<file path="config.mk">
export PLATFORM = sky130hd
export DESIGN_NAME = nibble_serial_rtc_port_unit
export DESIGN_NICKNAME = d
export VERILOG_FILES = /design/src/hdl/nsrp_pkg.sv /design/src/hdl/nibble_serial_rtc_port_unit.sv /design/src/hdl/nsrp_window.sv
export SDC_FILE = /design/constraint.sdc
export NUM_CORES = 1
export LEC_CHECK = 0
export BUFFER_PORTS_ARGS = -buffer_cell sky130_fd_sc_hd__buf_2
export CORE_ASPECT_RATIO = 0.5
export CORE_MARGIN = 3
export CORE_UTILIZATION = 35
export CTS_BUF_LIST = sky130_fd_sc_hd__clkbuf_8
export DETAILED_ROUTE_END_ITERATION = 6
export GPL_TIMING_DRIVEN = 1
export MAX_ROUTING_LAYER = met4
export SLEW_MARGIN = 20
export SYNTH_ARGS = -nofsm -noshare
export SYNTH_HDL_FRONTEND = slang
export SYNTH_SLANG_ARGS = --single-unit
</file>
<file path="constraint.sdc">
create_clock -name clk -period 6.1 [get_ports clk]
set_input_delay 0.915 -clock clk [delete_from_list [all_inputs] [get_ports clk]]
set_output_delay 0.915 -clock clk [all_outputs]
set_load 0.02 [all_outputs]
</file>
<file path="src/hdl/nsrp_pkg.sv">
// ----------------------------------------------------------------------------
// nsrp_pkg
// Shared types, codes and reset contents for the nibble-serial port unit.
// ----------------------------------------------------------------------------
package nsrp_pkg;

  localparam int unsigned PORT_COUNT  = 16;
  localparam int unsigned STORE_DEPTH = 16;

  localparam logic [3:0] SERIAL_OFFSET = 4'hA;
  localparam logic [3:0] BANK_RD_FIRST = 4'h4;
  localparam logic [3:0] BANK_RD_LAST  = 4'h7;

  localparam logic [7:0] VIDEO_CODE_DEFAULT = 8'h10;

  typedef enum logic {
    OP_READ  = 1'b0,
    OP_WRITE = 1'b1
  } opcode_t;

  // three-phase serial sequence, the fourth code is never entered
  typedef enum logic [1:0] {
    PH_INDEX = 2'd0,
    PH_HIGH  = 2'd1,
    PH_LOW   = 2'd2
  } phase_t;

  typedef struct packed {
    logic       rd;
    logic       wr;
    logic [7:0] data;
  } win_req_t;

  function automatic logic [7:0] store_default(input logic [3:0] idx,
                                               input logic [7:0] video);
    logic [7:0] val;
    case (idx) inside
      4'h3, 4'h4, 4'hF: val = 8'h01;
      4'h5:             val = 8'h88;
      4'hB, 4'hD:       val = video;
      default:          val = 8'h00;
    endcase
    return val;
  endfunction

endpackage

</file>
<file path="src/hdl/nibble_serial_rtc_port_unit.sv">
// ----------------------------------------------------------------------------
// nibble_serial_rtc_port_unit
// Sixteen-port I/O device: general register bank plus a nibble-serial
// window at offset 0xA onto the clock/NVRAM store.
// ----------------------------------------------------------------------------
// an accepted transaction's result is registered onto rsp in the next cycle
// throughput: one transaction per cycle, set by the single result register;
// no transaction is taken while a waiting result is held by rsp_stall
// reset: bank cleared, store loaded with its defaults,
//   serial sequence back at the index phase
module nibble_serial_rtc_port_unit #(
  parameter logic [7:0] VIDEO_CODE = nsrp_pkg::VIDEO_CODE_DEFAULT
) (
  input  logic       clk,
  input  logic       rst,
  input  logic       req_valid,
  output logic       req_stall,
  input  logic       opcode,
  input  logic [3:0] port_offset,
  input  logic [7:0] write_data,
  output logic       rsp_valid,
  input  logic       rsp_stall,
  output logic [7:0] read_data
);
  import nsrp_pkg::*;

  logic       accept;
  logic       is_write;
  logic       is_serial;
  logic       in_bank_rd;
  logic [7:0] bank [PORT_COUNT];
  logic [7:0] result;
  logic [3:0] rd_nibble;
  win_req_t   win_req;

  assign req_stall  = rsp_valid && rsp_stall;
  assign accept     = req_valid && !req_stall;
  assign is_write   = (opcode == OP_WRITE);
  assign is_serial  = (port_offset == SERIAL_OFFSET);
  assign in_bank_rd = (port_offset >= BANK_RD_FIRST) && (port_offset <= BANK_RD_LAST);

  assign win_req.rd   = accept && !is_write && is_serial;
  assign win_req.wr   = accept && is_write && is_serial;
  assign win_req.data = write_data;

  nsrp_window #(
    .VIDEO_CODE(VIDEO_CODE)
  ) u_window (
    .clk      (clk),
    .rst      (rst),
    .req      (win_req),
    .rd_nibble(rd_nibble)
  );

  always_comb begin
    result = 8'h00;
    if (!is_write) begin
      if (in_bank_rd) result = bank[port_offset];
      else if (is_serial) result = {4'h0, rd_nibble};
    end
  end

  always_ff @(posedge clk) begin
    if (rst) begin
      rsp_valid <= 1'b0;
      for (int i = 0; i < PORT_COUNT; i++) begin
        bank[i] <= 8'h00;
      end
    end else begin
      if (accept) rsp_valid <= 1'b1;
      else if (!rsp_stall) rsp_valid <= 1'b0;
      if (accept && is_write) bank[port_offset] <= write_data;
    end
  end

  always_ff @(posedge clk) begin
    if (accept) read_data <= result;
  end

  a_result_follows: assert property (@(posedge clk) disable iff (rst)
    accept |=> rsp_valid)
    else $error("accepted transaction produced no result");

  a_write_reads_zero: assert property (@(posedge clk) disable iff (rst)
    (accept && is_write) |=> read_data == 8'h00)
    else $error("write transaction returned non-zero data");

  // reads outside the bank range and the serial window return zero
  a_unmapped_zero: assert property (@(posedge clk) disable iff (rst)
    (accept && !is_write && !is_serial && !in_bank_rd) |=> read_data == 8'h00)
    else $error("unmapped read returned non-zero data");

  // serial reads only ever carry a nibble
  a_serial_nibble: assert property (@(posedge clk) disable iff (rst)
    (accept && !is_write && is_serial) |=> read_data[7:4] == 4'h0)
    else $error("serial read returned bits above the nibble");

endmodule

</file>
<file path="src/hdl/nsrp_window.sv">
// ----------------------------------------------------------------------------
// nsrp_window
// Nibble-serial window onto the sixteen-byte clock/NVRAM store: index
// (written only), high nibble, low nibble sequence shared by reads and writes.
// ----------------------------------------------------------------------------
module nsrp_window #(
  parameter logic [7:0] VIDEO_CODE = nsrp_pkg::VIDEO_CODE_DEFAULT
) (
  input  logic               clk,
  input  logic               rst,
  input  nsrp_pkg::win_req_t req,
  output logic [3:0]         rd_nibble
);
  import nsrp_pkg::*;

  phase_t     phase;
  phase_t     phase_next;
  logic [3:0] index;
  logic [7:0] store [STORE_DEPTH];
  logic [7:0] entry;
  logic       load_index;
  logic       wr_high;
  logic       wr_low;

  assign entry = store[index];

  always_comb begin
    phase_next = phase;
    unique case (phase)
      PH_INDEX: begin
        if (req.wr) phase_next = PH_HIGH;
      end
      PH_HIGH: begin
        if (req.rd || req.wr) phase_next = PH_LOW;
      end
      PH_LOW: begin
        if (req.rd || req.wr) phase_next = PH_INDEX;
      end
      default: begin
        phase_next = phase;
      end
    endcase
  end

  always_comb begin
    rd_nibble  = 4'h0;
    load_index = 1'b0;
    wr_high    = 1'b0;
    wr_low     = 1'b0;
    unique case (phase)
      PH_INDEX: begin
        load_index = req.wr;
      end
      PH_HIGH: begin
        if (req.rd) rd_nibble = entry[7:4];
        wr_high = req.wr;
      end
      PH_LOW: begin
        if (req.rd) rd_nibble = entry[3:0];
        wr_low = req.wr;
      end
      default: begin
        rd_nibble = 4'h0;
      end
    endcase
  end

  always_ff @(posedge clk) begin
    if (rst) begin
      phase <= PH_INDEX;
      index <= 4'h0;
      for (int i = 0; i < STORE_DEPTH; i++) begin
        store[i] <= store_default(4'(i), VIDEO_CODE);
      end
    end else begin
      phase <= phase_next;
      if (load_index) index <= req.data[3:0];
      if (wr_high) store[index][7:4] <= req.data[3:0];
      if (wr_low) store[index][3:0] <= req.data[3:0];
    end
  end

  // the unused phase code must never be entered
  a_phase_legal: assert property (@(posedge clk) disable iff (rst)
    phase == PH_INDEX || phase == PH_HIGH || phase == PH_LOW)
    else $error("serial phase left the three-phase sequence");

  // an index load always moves on to the high nibble
  a_index_then_high: assert property (@(posedge clk) disable iff (rst)
    load_index |=> phase == PH_HIGH)
    else $error("index write did not advance to high nibble");

  // a nibble read and a nibble write never come together
  a_rd_wr_excl: assert property (@(posedge clk) disable iff (rst)
    !(req.rd && req.wr))
    else $error("serial read and write in the same transaction");

endmodule

</file>
==> results by group, run 1 <==
Outcome
  – Status: complete, no violations

Worst setup path
  – Worst EP arrival: 2.96 ns
  – Crit Path Class: in -> reg
  – Crit path launch type: primary input
  – Crit path max fanout: 55
  – Setup crit end kind: flop
  – Worst EP required: 6.28 ns

STA
  – Final setup violation count: 0
  – Endpoints failing hold: 0
  – Max Clk Rate: 0.3596 GHz
  – Clock skew: 0.01916 ns
  – Relative slew slack: 45.19%
  – Setup repair after global routing missed its margin: no
  – Post-layout min period: 2.781 ns
  – Final Worst Setup Slack: ~3.3 ns
  – Slew @ Worst Pin: 0.8221 ns
  – Slew Limit Fails: 0
  – Period Utilization, post-route: 45.59%
  – Sum of negative setup slack: 0 ns

Drt
  – First-pass DRT Iterations: 5
  – Initial DRC Count: roughly 570
  – Routed via count: 5,515
  – DR WL/cell: 19.27 um
  – Antenna viol nets, final: 0
  – Routed wire length: 20,770 um
  – Via density: 5.116
  – Drt drc: 0

Global routing
  – Tot GR Track Use: 15.24%
  – GRT Max-Usage Layer: met2
  – First-pass GRT wire length: about 32,000 um
  – Met1 usage: 20.22%
  – Vias in the first global route: 5,554
  – Met2 Usage GRT: 24.53%
  – Total gr overflow: 0
  – Met3 Use GR: 2.672%
  – Largest net degree at the start of global routing: 56
  – Antenna violations before repair: 0

Synthesis
  – Post-synthesis area per instance: 13.03 um^2
  – Cell with the most instances after synthesis: edfxtp_1
  – Asr flop ratio synth: 0%
  – Largest cells by area after synthesis: edfxtp_1 (60%), and2_1 (12%), mux4_2 (7.1%), or2_2 (3.2%), nor2_1 (2.5%)
  – Library cells used by synthesis: 44
  – Top cell type's share of synthesized area: 59.60%
  – Top_reg_cell synth: edfxtp_1
  – YS warnings: 0
  – Largest area contributor in the netlist: edfxtp_1
  – Syn_nets: 748
  – EDFF count, synth: 188
  – Synth top cells by count: edfxtp_1 (188), and2_1 (176), nor2_1 (64)
  – Sequential share of the synthesized area: 61.92%
  – Netlist Area Pre-Place: 9473 um^2
  – Synth Instances: 727
  – Register bit total from synthesis: between 150 and 200

Power
  – Clock power frac: 30.9%
  – Psw: 625.2 uW
  – Power density cells: around 250 nW/um^2
  – Reg power frac: about three fifths
  – Peak VDD IR: 0.1343 mV
  – Tot Pwr: between 2 and 3 mW
  – Switching Fraction: 24.89%
  – Leak: 3.580 nW
  – Gate power share: 7.2%
  – P_int: 1.886 mW

Placed design
  – Placed insts: 1,046
  – DP HPWL: 13,760 um
  – Number of port buffers: 26
  – Routability cong.: 0.7921
  – Pre-CTS WS: 2.851 ns

Final layout
  – Nets: 742
  – Syn-to-layout area delta: 7.595%
  – Share of cells above drive strength 1: 20.44%
  – Fin cells: 1,078
  – Inserted Diodes: 0
  – Number of fill cells in the layout: 2,462

Clock tree
  – Clk sinks: 199
  – Post-CTS Setup Inserts: 0
  – CTS resizes: 0
  – CTS clk-pin slew, worst paths: around 0.1 ns
  – Hold Buf Count CTS: 0
  – Worst-skew pair later-pin latency: 0.47 ns
  – CTS tree: built
  – Clock Tree Buf Depth: 2
  – Number of buffers created by CTS: 17
  – CTS HTree Levels: 4
  – Root buffer cell: clkbuf_8

Floorplan
  – Core Area: between 20,000 and 30,000 um^2
  – Ports: 27
  – Chip height: 122.3 um
  – Die width: ~240 um
  – Starting Density: 36.57%
  – Die area: 29,200 um^2
  – Rows: 41

Hold path
  – HP Class: reg -> reg

Job
  – Max-cap viol count: 0
[metrics by stage]
step / util (%) / area, um^2 / hold slack [ns]
2_1_floorplan: - / 9473 / 0.5105
3_3_place_gp: 37.97 / 9836 / 0.5250
3_5_place_dp: 37.97 / 9836 / 0.5418
4_1_cts: 39.34 / 10190 / 0.5548
5_1_grt: 39.34 / 10190 / 0.5941
6_report: 39.34 / 10190 / 0.5495
[cell type report]
class | instances | area, um^2 | area share (%)
clock buffers | 17 | 234.0 | 2.296
clock inverters | 15 | 122.6 | 1.203
inverters | 4 | 15.01 | 0.1473
multi-input cells | 469 | 3362 | 32.99
flip-flops and latches | 199 | 5868 | 57.57
well taps | 344 | 430.4 | 4.223
repair buffers | 30 | 160.2 | 1.571
[final timing paths]
path / from / endpoint / slack [ns] / cells after the start
min reg2reg: u_window.phase[0]$_SDFFE_PP0P_ / u_window.phase[0]$_SDFFE_PP0P_ / 0.55 / 2
min: u_window.phase[0]$_SDFFE_PP0P_ / u_window.phase[0]$_SDFFE_PP0P_ / 0.55 / 2
max reg2reg: flop / read_data[3]$_SDFFCE_PP0N_ / 3.44 / 5
max: rst / u_window.store[1][7]$_SDFFCE_PN0P_ / 3.32 / 7
[placed cells by master (no fill, tap or decap), types with 6 or more instances in the layout]
cell type	count
dfxtp_1	9
mux2i_1	17
nor3_1	7
o22ai_1	6
nor2_1	64
or3_1	7
mux2_2	7
or2_2	48
nor2b_1	6
nand3_1	7
nand3b_1	8
mux4_2	30
a21oi_1	24
a211oi_1	7
and2_1	176
clkbuf_8	17
nand2_1	17
edfxtp_1	188
buf_2	26
[flip-flops by register name, indices dropped and copies added, names as in the netlist, named ones only]
| signal | flops |
|---|---|
| read_data | 8 |
| u_window.index | 4 |
| u_window.phase | 2 |
| u_window.store | 128 |
| rsp_valid | 1 |
| bank | 52 |
[power groups by stage]
stage	logic, mW	registers, mW	clock network (mW)
3_5_place_dp	0.182	1.58	0
6_report	0.182	1.55	0.777
4_1_cts	0.183	1.55	0.789
5_1_grt	0.198	1.56	0.842
3_3_place_gp	0.180	1.58	0
2_1_floorplan	0.126	1.58	0
[routing by layer]
layer,up-vias,part of all wire [%]
met4,0,1.3
met3,18,3.9
met1,2796,46
met2,120,48
met5,-,0
li1,2581,-
[worst max-delay path: stages]
cell     delay, ns
buf_2         0.10
buf_4         0.31
nor2b_1       0.21
and4_1        0.28
or3b_1        0.59
nor2_1        0.31
or2_2         0.22
[logic make-up (layout without fill, tap and decap cells)]
group / count (synthesis) / after routing / share of synthesized area [%]
flops: 199 / 199 / 61.92
buf+inv: 59 / 66 / 2.589
mux: 54 / 54 / 9.761
compound gates: 57 / 57 / 3.844
fa+ha+maj: 4 / 4 / 0.5284
simple gates: 354 / 354 / 21.36
No activity file was read; power rests on OpenSTA's default activity.
==> run 2: changes to the inputs <==
==> constraint.sdc (replaced) <==
create_clock -name clk -period 2.65 [get_ports clk]
set_input_delay 0.3975 -clock clk [delete_from_list [all_inputs] [get_ports clk]]
set_output_delay 0.3975 -clock clk [all_outputs]
set_load 0.02 [all_outputs]
==> results by group, run 2 (same netlist as run 1, synthesis figures left out) <==
Outcome
  – Status: complete, no violations

Final layout
  – Number of flip-flops in the largest register: 128 (unchanged)
  – Most common cell after layout, fill and taps aside: edfxtp_1
  – Number of fill cells in the layout: 2,417 (-1.8%)
  – Nets: 767 (+3.4%)
  – Register name with the most flops: u_window.store
  – Fin cells: 1,103 (+2.3%)
  – Share of cells above drive strength 1: 23.32% (+2.9 points)
  – Syn-to-layout area delta: 10.18%
  – Inserted Diodes: 0 (unchanged)
  – Most frequent cells in the layout: edfxtp_1 (188), and2_1 (176), nor2_1 (64)
  – Biggest regs: u_window.store: 128 flops, bank: 52 flops, read_data: 8 flops

Power
  – Peak VDD IR: 0.3122 mV (+130%)
  – Gate power share: 7.1% (about the same)
  – Psw: 1.473 mW (+140%)
  – Reg power frac: 59.5% (-2.3 points)
  – Clock power frac: 33.5% (+2.6 points)
  – Leak: 3.734 nW (+4.3%)
  – P_int: 4.539 mW (+140%)
  – Switching Fraction: 24.50% (-0.40 points)
  – Power density cells: 575.9 nW/um^2 (+130%)

Clock tree
  – CTS resizes: 0 (unchanged)
  – CTS HTree Levels: 4 (unchanged)
  – Clk sinks: 199 (unchanged)
  – Worst-skew pair later-pin latency: 0.48 ns (about the same)
  – Clock Tree Buf Depth: 2 (unchanged)
  – CTS tree: built
  – Number of buffers created by CTS: 17 (unchanged)
  – CTS clk-pin slew, worst paths: 0.10 ns (about the same)
  – Hold Buf Count CTS: 0 (unchanged)
  – Post-CTS Setup Inserts: 0 (unchanged)
  – Root buffer cell: clkbuf_8

Worst setup path
  – Crit Path Class: reg -> reg
  – Worst EP required: 2.88 ns (-3.40 ns)
  – Crit-path cells: mux4_2 > mux2_2 > o211ai_1 > nand3_1
  – Crit path launch type: flop
  – Crit-path max cell delay: 0.88 ns (+0.29 ns)
  – Crit path max fanout: 26 (-53%)
  – CP max stage cell: dfxtp_2
  – Worst EP arrival: 2.61 ns (-0.35 ns)
  – Setup slack, reg-to-reg: 0.27 ns (-3.17 ns)
  – Setup crit end kind: flop

Drt
  – Via density: 5.028 (-1.7%)
  – Routed wire length: 21,000 um (+1.1%)
  – Routed via count: 5,546 (+0.56%)
  – First-pass DRT Iterations: 5 (unchanged)
  – DR WL/cell: 19.04 um (-1.2%)
  – Antenna viol nets, final: 0 (unchanged)
  – Drt drc: 0 (unchanged)
  – Initial DRC Count: 449 (-22%)

Placed design
  – Routability cong.: 0.8433 (+6.5%)
  – Number of port buffers: 26 (unchanged)
  – Placed insts: 1,071 (+2.4%)
  – DP HPWL: 13,980 um (+1.6%)

Floorplan
  – Die width: 238.7 um (unchanged)
  – Die area: 29,200 um^2 (unchanged)
  – Starting Density: 36.57% (unchanged)
  – Chip height: 122.3 um (unchanged)
  – Ports: 27 (unchanged)
  – Core Area: 25,910 um^2 (unchanged)
  – Rows: 41 (unchanged)

STA
  – Setup repair after global routing missed its margin: no
  – Endpoints failing hold: 0 (unchanged)
  – Slew Limit Fails: 0 (unchanged)
  – Max Clk Rate: ~0.42 GHz
  – Relative slew slack: 44.17% (-1.0 points)
  – Post-layout min period: 2.377 ns
  – Period Utilization, post-route: 89.69%
  – Final setup violation count: 0 (unchanged)
  – Slew @ Worst Pin: 0.8375 ns (+0.01542 ns)
  – Sum of negative setup slack: 0 ns (unchanged)
  – Clock skew: 0.008281 ns (-0.01088 ns)

Hold path
  – HP Class: in -> reg
  – Hold path startpoint: req_valid

Global routing
  – Total gr overflow: 0 (unchanged)
  – Vias in the first global route: 5,625 (+1.3%)
  – Tot GR Track Use: 15.67% (+0.43 points)
  – Largest net degree at the start of global routing: 55 (-1.8%)
  – Antenna violations before repair: 0 (unchanged)
  – First-pass GRT wire length: 32,780 um (+1.1%)

Job
  – Max-cap viol count: 0 (unchanged)
-- run 2: changes by cell type in the layout (fill, tap and decap cells not counted), moves of 2 or more --
cell,delta
buf_4,+24
bufinv_16,+2
clkinv_4,-2
inv_6,+4
inv_8,-2
-- run 2: routing by layer --
metal  vias to the layer above  share of wire [%]  global-route usage (%)
li1                       2626                  -                       -
met1                      2753                 45                   20.27
met2                       139                 49                   25.32
met3                        28                4.5                   3.009
met4                         0                1.8                   4.827
met5                         -                  0                       -
-- run 2: per-stage QoR --
stage               total power, mW  utilization [%]  setup slack [ns]  area [um^2]  hold slack, ns
floorplan                     3.922                -            0.5594         9473          0.5105
global placement              4.064            38.74            0.2776        10040          0.5255
detailed placement            4.074            38.74            0.2220        10040          0.5553
CTS                           6.056            40.29            0.2371        10440         0.09861
global route                  6.244            40.29           0.08953        10440          0.1204
finish                        6.011            40.29            0.2732        10440          0.1350
-- run 2: worst max-delay path, delay by kind of cell, from the launching register on --
family | cells | cell delay [ns]
muxes | 2 | 0.89
and+or+nand+nor | 1 | 0.11
DFF | 1 | 0.88
AOI/OAI and AO/OA | 1 | 0.23
-- run 2: area by class of cell --
cell class / count / area [um^2] / share of cell area [%]
clock buffer: 17 / 234.0 / 2.242
tap: 344 / 430.4 / 4.124
timing repair buffer: 55 / 360.3 / 3.452
multi-input combinational: 469 / 3362 / 32.21
sequential: 199 / 5868 / 56.22
inverter: 4 / 15.01 / 0.1439
clock inverter: 15 / 167.7 / 1.606
-- run 2: final timing paths --
check | to | depth (start not counted)
setup / recovery | read_data[0]$_SDFFCE_PP0N_ | 4
setup reg to reg | read_data[0]$_SDFFCE_PP0N_ | 4
hold reg to reg | u_window.phase[1]$_SDFFE_PP0P_ | 2
hold / removal | rsp_valid$_SDFFE_PP0P_ | 3
-- run 2: power groups by stage --
stage	Combinational, mW	Sequential (mW)	Clock, mW
after floorplan	0.289	3.63	0
after global placement	0.417	3.65	0
after detailed placement	0.427	3.65	0
after CTS	0.429	3.58	2.05
after global routing	0.466	3.58	2.19
final	0.426	3.57	2.01
==> run 3: changes to the inputs <==
--- a/config.mk
+++ b/config.mk
@@ -5,6 +5,7 @@
 export SDC_FILE = /design/constraint.sdc
 export NUM_CORES = 1
 export LEC_CHECK = 0
+export ABC_AREA = 1
 export BUFFER_PORTS_ARGS = -buffer_cell sky130_fd_sc_hd__buf_2
 export CORE_ASPECT_RATIO = 0.5
 export CORE_MARGIN = 3
==> results by group, run 3 <==
Clock tree
  – Hold Buf Count CTS: 0 (unchanged)
  – Number of buffers created by CTS: 43 (+26)
  – CTS tree: built
  – Worst-skew pair later-pin latency: 0.57 ns (+0.09 ns)
  – Clk sinks: 267 (+34%)
  – CTS resizes: 0 (unchanged)
  – CTS clk-pin slew, worst paths: 0.06 ns (-0.04 ns)
  – Root buffer cell: clkbuf_8
  – CTS HTree Levels: 2 (-2)
  – Clock Tree Buf Depth: 3 (+1)
  – Post-CTS Setup Inserts: 0 (unchanged)

Synthesis
  – Post-synthesis area per instance: 9.276 um^2 (-29%)
  – Sequential share of the synthesized area: 63.76% (+1.8 points)
  – Netlist Area Pre-Place: 12,400 um^2 (+31%)
  – Library cells used by synthesis: 28 (-36%)
  – Asr flop ratio synth: 0% (unchanged)
  – YS warnings: 0 (unchanged)
  – Synth Instances: 1,337 (+84%)
  – Cell with the most instances after synthesis: nand2_1
  – Syn_nets: 1,358 (+82%)
  – Top_reg_cell synth: edfxtp_1
  – Synth top cells by count: nand2_1 (386), nor2_1 (283), edfxtp_1 (256)
  – Top cell type's share of synthesized area: 61.99% (+2.4 points)
  – Largest area contributor in the netlist: edfxtp_1
  – Register bit total from synthesis: 267 (+34%)
  – Largest cells by area after synthesis: edfxtp_1 (62%), nand2_1 (12%), nor2_1 (8.6%), nand3_1 (4.1%), inv_1 (3.8%)
  – EDFF count, synth: 256 (+36%)

Final layout
  – Syn-to-layout area delta: 12.25%
  – Fin cells: 1,877 (+70%)
  – Biggest regs: u_window.store: 128 flops, bank: 120 flops, read_data: 8 flops
  – Nets: 1,392 (+81%)
  – Share of cells above drive strength 1: 10.78% (-13 points)
  – Register name with the most flops: u_window.store
  – Most frequent cells in the layout: nand2_1 (386), nor2_1 (282), edfxtp_1 (256)
  – Most common cell after layout, fill and taps aside: nand2_1
  – Number of flip-flops in the largest register: 128 (unchanged)

STA
  – Sum of negative setup slack: 0 ns (unchanged)
  – Final setup violation count: 0 (unchanged)
  – Relative slew slack: 33.23% (-11 points)
  – Slew Limit Fails: 0 (unchanged)
  – Clock skew: 0.02015 ns (+0.01187 ns)
  – Period Utilization, post-route: 91.67% (+2.0 points)
  – Slew @ Worst Pin: 0.9955 ns (+0.1579 ns)
  – Setup repair after global routing missed its margin: no
  – Max Clk Rate: 0.4116 GHz (-2.2%)
  – Final Worst Setup Slack: 0.2207 ns (-0.05251 ns)
  – Endpoints failing hold: 0 (unchanged)
  – Post-layout min period: 2.429 ns (+0.05251 ns)

Floorplan
  – Rows: 48 (+17%)
  – Ports: 27 (unchanged)
  – Die width: 272.2 um (+14%)
  – Core Area: 34,710 um^2 (+34%)
  – Die area: 37,870 um^2 (+30%)
  – Starting Density: 35.73% (-0.84 points)
  – Chip height: 139.1 um (+14%)

Global routing
  – Antenna violations before repair: 1 (+1)
  – Total gr overflow: 0 (unchanged)
  – First-pass GRT wire length: 48,690 um (+49%)
  – Vias in the first global route: 8,969 (+59%)
  – Largest net degree at the start of global routing: 65 (+18%)
  – Tot GR Track Use: 17.09% (+1.4 points)

Drt
  – Via density: 4.815 (-4.2%)
  – DR WL/cell: 16.59 um (-13%)
  – Initial DRC Count: 690 (+54%)
  – Routed wire length: 31,140 um (+48%)
  – Antenna viol nets, final: 0 (unchanged)
  – Routed via count: 9,038 (+63%)
  – First-pass DRT Iterations: 5 (unchanged)
  – Drt drc: 0 (unchanged)

Worst setup path
  – Crit path launch type: flop
  – Cell mode on critical path: nand2_1
  – Crit-path max cell delay: 0.77 ns (-0.11 ns)
  – Setup crit end kind: flop
  – CP max stage cell: clkinv_1
  – Worst EP required: 2.96 ns (+0.08 ns)
  – Crit Path Class: reg -> reg
  – Crit path max fanout: 32 (+23%)
  – Crit-path leading delay family: simple AND/OR/NAND/NOR gates
  – CP bufs+invs: 1 (+1)
  – Crit-path cells: clkinv_1 > nand3_1 > nand3_1 > nand3_1 > nand2_1 > nand2_1 > nand2_1 > nand2_1 > nand2_1
  – Worst EP arrival: 2.73 ns (+0.12 ns)

Job
  – Max-cap viol count: 0 (unchanged)

Outcome
  – Status: complete, no violations

Placed design
  – Routability cong.: 0.8366 (-0.79%)
  – DP HPWL: 20,410 um (+46%)
  – Placed insts: 1,801 (+68%)
  – Number of port buffers: 26 (unchanged)
  – Pre-CTS WS: 0.3015 ns (+0.07951 ns)

Hold path
  – HP Class: in -> reg

Power
  – Leak: 5.989 nW (+60%)
  – Power density cells: 636.3 nW/um^2 (+10%)
  – Peak VDD IR: 0.2332 mV (-25%)
-- run 3: report_power, final --
part	switching (mW)	internal [mW]	leakage (nW)
Combinational	0.483	0.171	2.78
Clock	1.67	1.73	0.452
Sequential	0.0510	4.75	2.75
Total	2.21	6.65	5.99
-- run 3: final timing paths --
kind / from / to / slack [ns] / cells after the start
setup reg to reg: flop / read_data[3]$_SDFFCE_PP0N_ / 0.22 / 9
setup / recovery: flop / read_data[3]$_SDFFCE_PP0N_ / 0.22 / 9
hold / removal: rsp_stall / rsp_valid$_SDFFE_PP0P_ / 0.11 / 3
hold reg to reg: rsp_valid$_SDFFE_PP0P_ / rsp_valid$_SDFFE_PP0P_ / 0.48 / 2
-- run 3: per-layer routing --
metal  routed length [um]  global-route usage, %
met1                13540                  22.00
met2                15000                  27.70
met3                 1902                  2.921
met4                  698                  5.327
met5                    0                      -
-- run 3: layout make-up --
| type | instances | area (um^2) |
|---|---|---|
| sequential | 267 | 7909 |
| multi-input combinational | 871 | 3705 |
| fill | 3533 | 20790 |
| clock inverter | 28 | 147.6 |
| clock buffer | 47 | 646.9 |
| timing repair buffer | 56 | 417.9 |
| inverter | 132 | 498.0 |
| tap | 475 | 594.3 |
| antenna | 1 | 2.502 |
-- run 3: cells by family (layout without fill, tap and decap cells) --
group                      after synthesis  count (layout)  share of synthesized area [%]
AOI/OAI and AO/OA                       63              63                          3.329
adders and majority gates                4               4                         0.4036
buffers and inverters                  199             263                          6.386
DFF                                    267             267                          63.76
other                                    0               1                              0
and+or+nand+nor                        804             804                          26.12
-- run 3: per-stage QoR --
stage	total power, mW	hold slack [ns]	util, %	cell area, um^2
detailed placement	5.544	0.4706	37.81	13120
finish	8.858	0.1106	40.10	13920
global placement	5.542	0.4737	37.81	13120
floorplan	5.295	0.4666	-	12400
global route	9.189	0.1225	40.10	13920
CTS	8.917	0.07505	40.10	13920
-- run 3: tightest hold or removal path: stages --
cell and delay, ns:
buf_2 0.09, nand2_1 0.07, a21oi_1 0.06
